**src/sv/mcfb_pkg.sv**
```systemverilog
`default_nettype none

package mcfb_pkg;

  localparam int FRAME_BYTES = 10;
  localparam int BIDX_W      = $clog2(FRAME_BYTES);
  localparam logic [BIDX_W-1:0] LAST_IDX = BIDX_W'(FRAME_BYTES - 1);

  // Frame queue between the front and back parts
  localparam int FIFO_DEPTH = 2;
  localparam int PTR_W      = (FIFO_DEPTH > 1) ? $clog2(FIFO_DEPTH) : 1;
  localparam int CNT_W      = $clog2(FIFO_DEPTH + 1);

  // Configuration register widths
  localparam int LIM_W  = 15;
  localparam int GAIN_W = 24;
  localparam int CFG_W  = 24;
  localparam int ADDR_W = 3;
  localparam int PROD_W = LIM_W + GAIN_W;

  // Frame constants
  localparam logic [7:0] CMD_MOTION   = 8'h64;
  localparam logic [7:0] CMD_GET_MODE = 8'h74;
  localparam logic [7:0] CMD_SET_MODE = 8'hA0;
  localparam logic [7:0] GET_ID_HEAD  = 8'hC8;
  localparam logic [7:0] SET_ID_B0    = 8'hAA;
  localparam logic [7:0] SET_ID_B1    = 8'h55;
  localparam logic [7:0] SET_ID_B2    = 8'h53;
  localparam logic [7:0] BRAKE_ON     = 8'hFF;
  localparam logic [7:0] CRC_POLY     = 8'h8C;

  localparam logic [PROD_W:0]  ROUND_HALF = (PROD_W + 1)'(32768);
  localparam logic [LIM_W-1:0] CODE_MAX   = LIM_W'(32767);

  // Reset values of the configuration registers
  localparam logic [LIM_W-1:0]  RST_VEL_LIMIT    = LIM_W'(330);
  localparam logic [LIM_W-1:0]  RST_CUR_LIMIT    = LIM_W'(8192);
  localparam logic [GAIN_W-1:0] RST_CURRENT_GAIN = GAIN_W'(262136);
  localparam logic [LIM_W-1:0]  RST_ANG_LIMIT    = LIM_W'(360);
  localparam logic [GAIN_W-1:0] RST_ANGLE_GAIN   = GAIN_W'(5965050);

  typedef enum logic [2:0] {
    REQ_VELOCITY = 3'd0,
    REQ_CURRENT  = 3'd1,
    REQ_POSITION = 3'd2,
    REQ_BRAKE    = 3'd3,
    REQ_GET_MODE = 3'd4,
    REQ_SET_MODE = 3'd5,
    REQ_SET_ID   = 3'd6,
    REQ_GET_ID   = 3'd7
  } req_t;

  typedef enum logic [ADDR_W-1:0] {
    REG_VEL_LIMIT    = 3'd0,
    REG_CUR_LIMIT    = 3'd1,
    REG_CURRENT_GAIN = 3'd2,
    REG_ANG_LIMIT    = 3'd3,
    REG_ANGLE_GAIN   = 3'd4
  } cfg_reg_t;

  typedef struct packed {
    logic [LIM_W-1:0]  vel_limit;
    logic [LIM_W-1:0]  cur_limit;
    logic [GAIN_W-1:0] current_gain;
    logic [LIM_W-1:0]  ang_limit;
    logic [GAIN_W-1:0] angle_gain;
  } cfg_t;

  // One complete frame; byte 9 is replaced by the CRC when crc_en is set.
  typedef struct packed {
    logic [FRAME_BYTES-1:0][7:0] body;
    logic                        crc_en;
  } desc_t;

  // One byte of CRC-8/MAXIM (reflected, polynomial 0x8C).
  function automatic logic [7:0] crc8_step(input logic [7:0] crc, input logic [7:0] data);
    logic [7:0] c;
    c = crc ^ data;
    for (int b = 0; b < 8; b++) begin
      c = c[0] ? ((c >> 1) ^ CRC_POLY) : (c >> 1);
    end
    return c;
  endfunction

endpackage

`default_nettype wire

```
**src/sv/mcfb_front.sv**
```systemverilog
`default_nettype none

module mcfb_front
  import mcfb_pkg::*;
(
  input  logic        clk,
  input  logic        rst_n,
  input  cfg_t        cfg,
  input  logic        in_push,
  output logic        in_full,
  input  logic [2:0]  in_req_type,
  input  logic [7:0]  in_motor_id,
  input  logic [15:0] in_velocity,
  input  logic [7:0]  in_accel,
  input  logic [15:0] in_current,
  input  logic [15:0] in_angle,
  input  logic [7:0]  in_mode,
  output logic        q_push,
  output desc_t       q_data,
  input  logic        q_full
);

  // Stage A: clamp and frame template
  logic              a_v_r;
  desc_t             a_tmpl_r;
  logic              a_coded_r;
  logic              a_scale_r;
  logic              a_neg_r;
  logic [LIM_W-1:0]  a_mag_r;
  logic [GAIN_W-1:0] a_gain_r;

  // Stage B: product registered
  logic              b_v_r;
  desc_t             b_tmpl_r;
  logic              b_coded_r;
  logic              b_scale_r;
  logic              b_neg_r;
  logic [LIM_W-1:0]  b_mag_r;
  logic [PROD_W-1:0] b_prod_r;

  logic a_adv, b_adv, accept;

  req_t               req;
  logic signed [15:0] val;
  logic [LIM_W-1:0]   lim;
  logic [GAIN_W-1:0]  gain;
  logic signed [16:0] vs, ls;
  logic [15:0]        absv;
  desc_t              tmpl;
  logic               coded, scale, neg;
  logic [LIM_W-1:0]   mag;

  assign b_adv   = !b_v_r || !q_full;
  assign a_adv   = !a_v_r || b_adv;
  assign in_full = !a_adv;
  assign accept  = in_push && a_adv;

  always_comb begin
    req   = req_t'(in_req_type);
    val   = in_velocity;
    lim   = cfg.vel_limit;
    gain  = cfg.current_gain;
    coded = 1'b0;
    scale = 1'b0;
    tmpl  = '0;
    tmpl.body[0] = in_motor_id;
    tmpl.body[1] = CMD_MOTION;
    tmpl.crc_en  = 1'b1;
    unique case (req)
      REQ_VELOCITY: begin
        coded = 1'b1;
        tmpl.body[6] = in_accel;
      end
      REQ_CURRENT: begin
        coded = 1'b1;
        scale = 1'b1;
        val   = in_current;
        lim   = cfg.cur_limit;
      end
      REQ_POSITION: begin
        coded = 1'b1;
        scale = 1'b1;
        val   = in_angle;
        lim   = cfg.ang_limit;
        gain  = cfg.angle_gain;
      end
      REQ_BRAKE: begin
        tmpl.body[7] = BRAKE_ON;
      end
      REQ_GET_MODE: begin
        tmpl.body[1] = CMD_GET_MODE;
      end
      REQ_SET_MODE: begin
        tmpl.body[1] = CMD_SET_MODE;
        tmpl.body[9] = in_mode;
        tmpl.crc_en  = 1'b0;
      end
      REQ_SET_ID: begin
        tmpl.body[0] = SET_ID_B0;
        tmpl.body[1] = SET_ID_B1;
        tmpl.body[2] = SET_ID_B2;
        tmpl.body[3] = in_motor_id;
        tmpl.crc_en  = 1'b0;
      end
      REQ_GET_ID: begin
        tmpl.body[0] = GET_ID_HEAD;
      end
      default: begin
        tmpl.body[0] = GET_ID_HEAD;
      end
    endcase

    // Symmetric clamp, then split into sign and 15-bit magnitude.
    vs   = {val[15], val};
    ls   = signed'({2'b00, lim});
    absv = val[15] ? (16'd0 - val) : val;
    if (vs > ls) begin
      mag = lim;
      neg = 1'b0;
    end else if (vs < -ls) begin
      mag = lim;
      neg = 1'b1;
    end else begin
      mag = absv[LIM_W-1:0];
      neg = val[15];
    end
  end

  always_ff @(posedge clk) begin
    if (!rst_n) begin
      a_v_r <= 1'b0;
      b_v_r <= 1'b0;
    end else begin
      if (a_adv) begin
        a_v_r <= accept;
      end
      if (b_adv) begin
        b_v_r <= a_v_r;
      end
    end
  end

  always_ff @(posedge clk) begin
    if (accept) begin
      a_tmpl_r  <= tmpl;
      a_coded_r <= coded;
      a_scale_r <= scale;
      a_neg_r   <= neg;
      a_mag_r   <= mag;
      a_gain_r  <= gain;
    end
    if (b_adv && a_v_r) begin
      b_tmpl_r  <= a_tmpl_r;
      b_coded_r <= a_coded_r;
      b_scale_r <= a_scale_r;
      b_neg_r   <= a_neg_r;
      b_mag_r   <= a_mag_r;
      b_prod_r  <= PROD_W'(a_mag_r) * PROD_W'(a_gain_r);
    end
  end

  // Round the Q16 product, saturate, negate and place in bytes 2 and 3.
  logic [PROD_W:0]    rnd;
  logic [GAIN_W-1:0]  rsh;
  logic [LIM_W-1:0]   sat, mag_code;
  logic [15:0]        code;

  always_comb begin
    rnd      = (PROD_W + 1)'(b_prod_r) + ROUND_HALF;
    rsh      = rnd[PROD_W -: GAIN_W];
    sat      = (|rsh[GAIN_W-1:LIM_W]) ? CODE_MAX : rsh[LIM_W-1:0];
    mag_code = b_scale_r ? sat : b_mag_r;
    code     = b_neg_r ? (16'd0 - {1'b0, mag_code}) : {1'b0, mag_code};
    q_data   = b_tmpl_r;
    if (b_coded_r) begin
      q_data.body[2] = code[15:8];
      q_data.body[3] = code[7:0];
    end
  end

  assign q_push = b_v_r && !q_full;

endmodule

`default_nettype wire

```
**src/sv/mcfb_fifo.sv**
```systemverilog
`default_nettype none

module mcfb_fifo
  import mcfb_pkg::*;
(
  input  logic  clk,
  input  logic  rst_n,
  input  logic  push,
  input  desc_t wdata,
  output logic  full,
  input  logic  pop,
  output desc_t rdata,
  output logic  empty
);

  desc_t            mem [FIFO_DEPTH];
  logic [PTR_W-1:0] wptr_r, rptr_r;
  logic [CNT_W-1:0] cnt_r;

  assign full  = (cnt_r == CNT_W'(FIFO_DEPTH));
  assign empty = (cnt_r == '0);
  assign rdata = mem[rptr_r];

  function automatic logic [PTR_W-1:0] inc(input logic [PTR_W-1:0] p);
    return (p == PTR_W'(FIFO_DEPTH - 1)) ? '0 : p + 1'b1;
  endfunction

  always_ff @(posedge clk) begin
    if (!rst_n) begin
      wptr_r <= '0;
      rptr_r <= '0;
      cnt_r  <= '0;
    end else begin
      if (push) begin
        wptr_r <= inc(wptr_r);
      end
      if (pop) begin
        rptr_r <= inc(rptr_r);
      end
      if (push && !pop) begin
        cnt_r <= cnt_r + 1'b1;
      end else if (pop && !push) begin
        cnt_r <= cnt_r - 1'b1;
      end
    end
  end

  always_ff @(posedge clk) begin
    if (push) begin
      mem[wptr_r] <= wdata;
    end
  end

endmodule

`default_nettype wire

```
**src/sv/mcfb_back.sv**
```systemverilog
`default_nettype none

module mcfb_back
  import mcfb_pkg::*;
(
  input  logic              clk,
  input  logic              rst_n,
  input  logic              q_empty,
  input  desc_t             q_data,
  output logic              q_pop,
  output logic              out_empty,
  input  logic              out_pop,
  output logic [7:0]        out_frame_byte,
  output logic [BIDX_W-1:0] out_byte_index,
  output logic              out_last
);

  logic              ov_r;
  logic [BIDX_W-1:0] idx_r;
  logic [7:0]        crc_r;
  logic [7:0]        byte_r;
  logic [BIDX_W-1:0] oidx_r;
  logic              olast_r;

  logic       load, is_last;
  logic [7:0] crc_in, cur;

  assign load    = !q_empty && (!ov_r || out_pop);
  assign is_last = (idx_r == LAST_IDX);
  assign crc_in  = (idx_r == '0) ? 8'h00 : crc_r;
  assign cur     = (is_last && q_data.crc_en) ? crc_in : q_data.body[idx_r];
  assign q_pop   = load && is_last;

  always_ff @(posedge clk) begin
    if (!rst_n) begin
      ov_r  <= 1'b0;
      idx_r <= '0;
    end else begin
      if (load) begin
        ov_r  <= 1'b1;
        idx_r <= is_last ? '0 : idx_r + 1'b1;
      end else if (out_pop) begin
        ov_r <= 1'b0;
      end
    end
  end

  always_ff @(posedge clk) begin
    if (load) begin
      crc_r   <= crc8_step(crc_in, cur);
      byte_r  <= cur;
      oidx_r  <= idx_r;
      olast_r <= is_last;
    end
  end

  assign out_empty      = !ov_r;
  assign out_frame_byte = byte_r;
  assign out_byte_index = oidx_r;
  assign out_last       = olast_r;

endmodule

`default_nettype wire

```
**src/sv/motor_command_frame_builder.sv**
```systemverilog
// Channel   Direction  Handshake            Payload
// input     in         in_push / in_full    req_type, motor_id, velocity, accel,
//                                           current, angle, mode
// result    out        out_empty / out_pop  frame_byte, byte_index, last
// config    in         cfg_we               cfg_addr, cfg_wdata
//
// Each request yields ten result transactions, one a cycle while out_pop takes them;
// the byte serialiser in the back part sets the sustained request rate. An accepted
// request passes stage A and stage B before it is pushed into the queue, and the
// back part then registers its first byte. Reset is synchronous and active low; it
// empties all stages and loads the configuration registers with their reset values.
// Either side may stall independently; stalls propagate back through the queue.
`default_nettype none

module motor_command_frame_builder
  import mcfb_pkg::*;
(
  input  logic              clk,
  input  logic              rst_n,
  input  logic              cfg_we,
  input  logic [ADDR_W-1:0] cfg_addr,
  input  logic [CFG_W-1:0]  cfg_wdata,
  input  logic              in_push,
  output logic              in_full,
  input  logic [2:0]        in_req_type,
  input  logic [7:0]        in_motor_id,
  input  logic [15:0]       in_velocity,
  input  logic [7:0]        in_accel,
  input  logic [15:0]       in_current,
  input  logic [15:0]       in_angle,
  input  logic [7:0]        in_mode,
  output logic              out_empty,
  input  logic              out_pop,
  output logic [7:0]        out_frame_byte,
  output logic [BIDX_W-1:0] out_byte_index,
  output logic              out_last
);

  // Configuration registers. Writes to unused indexes are simply dropped.
  cfg_t cfg_r;

  always_ff @(posedge clk) begin
    if (!rst_n) begin
      cfg_r.vel_limit    <= RST_VEL_LIMIT;
      cfg_r.cur_limit    <= RST_CUR_LIMIT;
      cfg_r.current_gain <= RST_CURRENT_GAIN;
      cfg_r.ang_limit    <= RST_ANG_LIMIT;
      cfg_r.angle_gain   <= RST_ANGLE_GAIN;
    end else if (cfg_we) begin
      unique case (cfg_addr)
        REG_VEL_LIMIT:    cfg_r.vel_limit    <= cfg_wdata[LIM_W-1:0];
        REG_CUR_LIMIT:    cfg_r.cur_limit    <= cfg_wdata[LIM_W-1:0];
        REG_CURRENT_GAIN: cfg_r.current_gain <= cfg_wdata[GAIN_W-1:0];
        REG_ANG_LIMIT:    cfg_r.ang_limit    <= cfg_wdata[LIM_W-1:0];
        REG_ANGLE_GAIN:   cfg_r.angle_gain   <= cfg_wdata[GAIN_W-1:0];
        default: begin
        end
      endcase
    end
  end

  // The front part clamps, scales and assembles each frame, the queue holds
  // finished frames, and the back part streams them out byte by byte while
  // folding each byte into the running CRC.
  logic  q_push, q_full, q_pop, q_empty;
  desc_t q_wdata, q_rdata;

  mcfb_front u_front (
    .clk         (clk),
    .rst_n       (rst_n),
    .cfg         (cfg_r),
    .in_push     (in_push),
    .in_full     (in_full),
    .in_req_type (in_req_type),
    .in_motor_id (in_motor_id),
    .in_velocity (in_velocity),
    .in_accel    (in_accel),
    .in_current  (in_current),
    .in_angle    (in_angle),
    .in_mode     (in_mode),
    .q_push      (q_push),
    .q_data      (q_wdata),
    .q_full      (q_full)
  );

  mcfb_fifo u_fifo (
    .clk   (clk),
    .rst_n (rst_n),
    .push  (q_push),
    .wdata (q_wdata),
    .full  (q_full),
    .pop   (q_pop),
    .rdata (q_rdata),
    .empty (q_empty)
  );

  mcfb_back u_back (
    .clk            (clk),
    .rst_n          (rst_n),
    .q_empty        (q_empty),
    .q_data         (q_rdata),
    .q_pop          (q_pop),
    .out_empty      (out_empty),
    .out_pop        (out_pop),
    .out_frame_byte (out_frame_byte),
    .out_byte_index (out_byte_index),
    .out_last       (out_last)
  );

`ifndef SYNTH
  // A frame is never split: after a non-final byte is taken, the next byte of
  // the same frame is shown straight away with the following index.
  a_frame_contiguous: assert property (@(posedge clk) disable iff (!rst_n)
    (out_pop && !out_empty && !out_last) |=>
      (!out_empty && out_byte_index == BIDX_W'($past(out_byte_index) + 1'b1)))
    else $error("frame bytes not contiguous");

  // The last flag marks the final byte position and no other.
  a_last_index: assert property (@(posedge clk) disable iff (!rst_n)
    !out_empty |-> (out_last == (out_byte_index == LAST_IDX)))
    else $error("last flag and byte index disagree");

  // The frame queue cannot be full and empty at once.
  a_queue_sane: assert property (@(posedge clk) disable iff (!rst_n)
    !(q_full && q_empty))
    else $error("frame queue full and empty together");
`endif

endmodule

`default_nettype wire
```
**config.mk**
```make
export PLATFORM = sky130hd
export DESIGN_NAME = motor_command_frame_builder
export DESIGN_NICKNAME = d
export VERILOG_FILES = /design/src/sv/mcfb_pkg.sv /design/src/sv/mcfb_front.sv /design/src/sv/mcfb_fifo.sv /design/src/sv/mcfb_back.sv /design/src/sv/motor_command_frame_builder.sv
export SDC_FILE = /design/constraint.sdc
export NUM_CORES = 1
export LEC_CHECK = 0
export BUFFER_PORTS_ARGS = -buffer_cell sky130_fd_sc_hd__buf_2
export CORE_MARGIN = 2
export CORE_UTILIZATION = 48
export DETAILED_ROUTE_END_ITERATION = 16
export GPL_TIMING_DRIVEN = 0
export PLACE_DENSITY = 0.73
export SLEW_MARGIN = 15
export SYNTH_ARGS = -nofsm -noshare
export SYNTH_HDL_FRONTEND = slang
export SYNTH_SLANG_ARGS = --single-unit
```
**constraint.sdc**
```tcl
create_clock -name clk -period 8.42 [get_ports clk]
set_input_delay 0.842 -clock clk [delete_from_list [all_inputs] [get_ports clk]]
set_output_delay 0.842 -clock clk [all_outputs]
set_load 0.005 [all_outputs]
```
# Yosys cells after proc, flatten, opt, wreduce, memory -nomap -nowiden
# Memories as Yosys holds them, arrays and structs flattened. A register that Yosys moved wholly into a read port is not among the register bits.
# Cells that the tools add are included.
[totals] register_bits=338 latchBits=0 mem_bits_rw=114 romBits=0 in_bits=107 output_inout_bits=15 word_cells=154 memories=1
[op_classes] addsub=9 multipliers=1 n_div=0 n_lt_le_gt_ge=3 n_eq_ne=13 shift=0 n_mux=41 bitwise=9 reduce_logical=34
[memory_table] memory="u_fifo.mem" words=2 word_bits=57 rd=1 rd_clocked_by_memory_dff=1 write_ports=1 line="mcfb_fifo.sv:16" source="desc_t mem [FIFO_DEPTH];"
[op_table] cell="8-bit two-way mux" n=11
[op_table] cell="15-bit two-way mux" n=5
[op_table] cell="39-bit by 16-bit adder with 40-bit output (second input constant)" n=1
[op_table] cell="15-bit by 24-bit multiplier with 39-bit output" n=1
[op_table] cell="8-bit binary-select mux with 4-bit select" n=1
[op_table] cell="16-bit two-way mux" n=2
[op_table] cell="16-bit one-hot mux with 2 select lines" n=1
[op_table] cell="15-bit one-hot mux with 2 select lines" n=1
[op_table] cell="24-bit two-way mux" n=1
[op_table] cell="2-bit inverter with 3-bit output" n=8
[op_table] cell="8-bit one-hot mux with 3 select lines" n=1
[op_table] cell="16-bit by 17-bit < comparator with 1-bit output" n=1
[op_table] cell="15-bit negation with 17-bit output" n=1
[op_table] cell="16-bit > comparator" n=1
[op_table] cell="8-bit one-hot mux with 2 select lines" n=1
[op_table] cell="1-bit by 15-bit subtractor with 16-bit output (first input constant)" n=1
[op_table] cell="3-bit equality test (second input constant)" n=5
[op_table] cell="1-bit by 15-bit subtractor with 15-bit output (first input constant)" n=1
[op_table] cell="3-bit by 2-bit equality test with 1-bit output (second input constant)" n=4
[op_table] cell="1-bit two-way mux" n=12
[op_table] cell="2-bit AND reduction" n=5
[op_table] cell="9-bit OR reduction" n=1
[op_table] cell="1-bit logical AND" n=8
[op_table] cell="1-bit zero test" n=8
[op_table] cell="19 further kinds" n=28

# Longest topological paths before layout
[depth] depth_word=20 ltp_mapped=24 depth_no_buf=23

# By module
# Synthesis repeated with hierarchy kept, for this count alone.
[hier_totals] cells_unflattened=2938 area_unflattened_um2=32288.5
[by_module_without_submodules] mod="mcfb_front" n_inst=1 cells_each=2098 area_each_um2=20334.5 seq_area_each_um2=4904.7
[by_module_without_submodules] mod="mcfb_fifo" n_inst=1 cells_each=274 area_each_um2=6093.3 seq_area_each_um2=4964.8
[by_module_without_submodules] mod="motor_command_frame_builder" n_inst=1 cells_each=355 area_each_um2=3661.0 seq_area_each_um2=1861.8
[by_module_without_submodules] mod="mcfb_back" n_inst=1 cells_each=211 area_each_um2=2199.6 seq_area_each_um2=730.7

# Worst setup path after synthesis
# OpenSTA, ideal clock, no wires.
[synth_timing] path_kind="register -> register" start="register u_front.a_gain_r[11]" end="register u_front.b_prod_r[32], data pin" setup_time_ps=195 arrival_time_ps=6239 t_required_ps=8225 setup_slack_ps=1986 path_stages_with_launch=23 n_path_buf=1 synth_period_minus_slack_ps=6434 path_cell_list="edfxtp_1 -> clkbuf_1 -> and2_1 -> fa_1 -> inv_1 -> fa_1 -> inv_1 -> fa_1 -> fa_1 -> fa_1 -> inv_1 -> fa_1 -> inv_1 -> ha_1 -> a211oi_1 -> nor2_1 -> o41ai_1 -> a31oi_1 -> o21ai_0 -> a31oi_1 -> o21ai_0 -> or4b_2 -> o311ai_0"
[synth_between] elab_chain_cells=1
[synth_lines] element="from (decl)" line="mcfb_front.sv:30" source="logic [GAIN_W-1:0] a_gain_r;"
[synth_lines] element="from (signal assigned)" line="mcfb_front.sv:150" source="a_gain_r <= gain;"
[synth_lines] element="15-bit by 24-bit multiplier with 39-bit output" line="mcfb_front.sv:158" source="b_prod_r <= PROD_W'(a_mag_r) * PROD_W'(a_gain_r);"
[synth_lines] element="to (signal assigned)" line="mcfb_front.sv:158"
[synth_lines] element="to (decl)" line="mcfb_front.sv:39" source="logic [PROD_W-1:0] b_prod_r;"
# No other way between the ends.
# A chain may end at the register's enable or synchronous reset.

# Final worst setup path
[layout_timing] start="register u_front.a_mag_r[4]" end="register u_front.b_prod_r[38], data pin"
[layout_between] elab_chain_cells=1
[layout_lines] element="from (decl)" line="mcfb_front.sv:29" source="logic [LIM_W-1:0] a_mag_r;"
[layout_lines] element="from (signal assigned)" line="mcfb_front.sv:149" source="a_mag_r <= mag;"
[layout_lines] element="15-bit by 24-bit multiplier with 39-bit output" line="mcfb_front.sv:158"
# No other way between the ends.

==> impl_metrics.ini <==
[outcome]
status = complete, no violations

[clock_tree]
cts_tree = built
cts_buffers = 41
hold_buffers = 0
clockBufferDepth = 3
post_cts_buffers = 0
clk_latency_ns = 0.59
root_buffer = clkbuf_16
clock-sinks = 382
cts_max_level = 2
cts_resized = 0
path_clk_slew_ns = 0.07

[worst_setup_path]
slowest_delay_ns = 0.75
crit_arrival_ns = 8.01
cp-end-kind = register
path_buf_inv = 4
cpMostUsedCell = fa_1
cpMaxStageDelayCell = nor4_1
critical_path_required_ns = 8.75
crit_chain = clkbuf_1 > nand2_1 > fa_1 > inv_1 > fa_1 > fa_1 > fa_1 > fa_1 > inv_1 > fa_1 > inv_1 > ha_1 > and4_1 > o21ai_0 > nor4_1 > o21ai_0 > a21oi_1 > nor3_1 > o31a_1 > xnor2_1
cp_max_fo = 10
worstSetupPathType = register to register
start_kind = register
cpLargestDelayFamily = adder cells

[hold_path]
hold_class = register to register

[placed_design]
port_buffers = 120
hpwl_mm = 54.6
place_congestion = 0.922

[synthesis]
synth_edf_count = 277
synth_seq_area_share_pct = 36.5
synth_area_sq_mm = 0.0285
async_flop_share_pct = 0
synthCells = 2826
ys.flop_type = edfxtp_1
ys_ff_latch = 382
syn_nets = 3352
synth_area_per_cell_sq_um = 10.1
yosysWarnings = 0
synth_cell_types = 80

[detailed_routing]
vias = 20700
dr.pass1.iters = 6
routedWlPerCell_um = 18.6
drt-total-wl_mm = 70.8
drc_errors = 0
viasPerCell = 5.45
drtAntennaViolNets = 0
drt_iter0_drc = 1760

[global_route]
grt_pass1_vias = 20500
grt_pass1_wl_mm = 112
grt_max_degree = 32
track_usage_pct = 23.5
antenna_found_initial = 1
overflow = 0

[floorplan]
core_area_sq_mm = 0.0589
start_util_pct = 48.4
fp.dieH_um = 248
io_pins = 122
row_count = 89
fp.dieW_um = 248
dieArea_sq_mm = 0.0614

[sta]
hold_viol = 0
finClkSkew_ns = 0.0216
final_max_slew_viol_count = 0
setup_viol = 0
clock.fmax_mhz = 130
rsz0062_at_grt = false
post-route-period-util_pct = 91.2
finalSetupTns_ns = 0
slew_headroom_pct = 30.7
max_slew.worst_pin.slew_ns = 1.03
finalCriticalPeriod_ns = 7.68

[finish]
seq_area_sq_mm = 0.0104
multi_input_area_sq_mm = 0.0163
drive_above_1_share_pct = 8.16
nets = 3522
fill_cells = 5109
layout_commonest_cell = nand2_1
mostFrequentLayoutCells = nand2_1, inv_1, fa_1
area_growth_pct = 10.7

[job]
drv_cap = 0
[logic make-up (layout without fill, tap and decap cells)]
| kind of cell | after synthesis | after routing | share of synthesized area, % |
|---|---|---|---|
| buf+inv | 476 | 678 | 6.41 |
| mux | 64 | 64 | 2.80 |
| flops | 382 | 382 | 36.5 |
| other cells | 0 | 3 | 0 |
| fa+ha+maj | 419 | 419 | 25.8 |
| compound gates | 360 | 360 | 8.59 |
| simple gates | 1034 | 1034 | 17.0 |
| xor+xnor | 91 | 91 | 2.85 |
[layer usage]
metal / vias to the layer above / GRT usage [%] / share of wire (%)
met5: - / 0 / 0
met3: 150 / 4.11 / 7.2
met4: 0 / 8.31 / 3.6
met2: 758 / 38.3 / 47
li1: 9667 / - / -
met1: 10200 / 31.6 / 42
[synthesized netlist by cell type (all sizes together) (7+ instances only)]
cell type	n	area, sq um
buf	15	96.3
a31oi	11	68.8
nor2	105	394
xor2	33	297
clkbuf	127	477
and4	7	61.3
a21boi	63	473
edfxtp	277	8320
and2	220	1380
nand3	64	320
mux2	10	113
xnor2	58	516
a21o	18	135
o21a	18	135
ha	136	1700
mux4	10	244
a22oi	11	87.6
o22ai	35	225
dfxtp	105	2100
nand4	15	106
mux2i	44	440
o21ai	57	289
o221ai	19	166
nor4	8	71.3
a21oi	66	330
nand2	532	2000
fa	283	5670
nor2b	17	106
o211ai	17	128
nand2b	9	56.3
inv	334	1250
nor3	22	110
and3	14	87.6
[worst reg2reg max path, stage by stage (launching register included)]
cell	delay (ns)
edfxtp_1	0.73
clkbuf_1	0.58
nand2_1	0.16
fa_1	0.54
inv_1	0.05
fa_1	0.46
fa_1	0.49
fa_1	0.53
fa_1	0.51
inv_1	0.05
fa_1	0.48
inv_1	0.04
ha_1	0.28
and4_1	0.24
o21ai_0	0.27
nor4_1	0.75
o21ai_0	0.34
a21oi_1	0.37
nor3_1	0.14
o31a_1	0.31
xnor2_1	0.13
[flip-flops by register name (all words and copies together) (netlist names), 4 cells and up, named ones only]
signal and flops:
u_fifo.mem 94, cfg_r 93, u_front.a_tmpl_r 39, u_front.q_data 31, u_front.a_gain_r 24, u_front.b_prod_r 24, u_front.a_mag_r 15, u_front.b_mag_r 15
u_back.crc_r 8, u_back.out_frame_byte 8, u_front.b_tmpl_r 8, u_back.idx_r 4, u_back.out_byte_index 4
[worst paths after layout]
path	startpoint	endpoint	slack, ns	depth (start not counted)
max	u_front.a_mag_r[4]$_DFFE_PP_	u_front.b_prod_r[38]$_DFFE_PP_	0.74	20
min	u_front.a_tmpl_r[7]$_DFFE_PP_	u_front.q_data[7]$_DFFE_PP_	0.40	0
max reg2reg	u_front.a_mag_r[4]$_DFFE_PP_	u_front.b_prod_r[38]$_DFFE_PP_	0.74	20
min reg2reg	u_front.a_tmpl_r[7]$_DFFE_PP_	u_front.q_data[7]$_DFFE_PP_	0.40	0
[layout make-up]
class | instances | share of cell area, %
antenna | 3 | 0.0238
buffer | 142 | 1.82
clock buffer | 52 | 3.45
clock inverter | 23 | 0.654
inverter | 334 | 3.97
multi-input combinational | 1968 | 51.6
sequential | 382 | 33.0
tap | 773 | 3.06
timing repair buffer | 127 | 2.39
[metrics by stage]
stage	area [sq um]	std cells	util, %	hold slack (ns)	setup WS [ns]
after floorplan	28500	2826	-	0.400	1.99
after global placement	30100	3719	51.1	0.401	0.672
after detailed placement	30300	3726	51.4	0.405	0.733
after CTS	31600	3801	53.6	0.395	0.723
after global routing	31600	3801	53.6	0.407	0.335
final	31600	3804	53.6	0.400	0.738
Power is not shown: default switching activity piles up to over one toggle a cycle in this logic, so the estimate is an artifact.
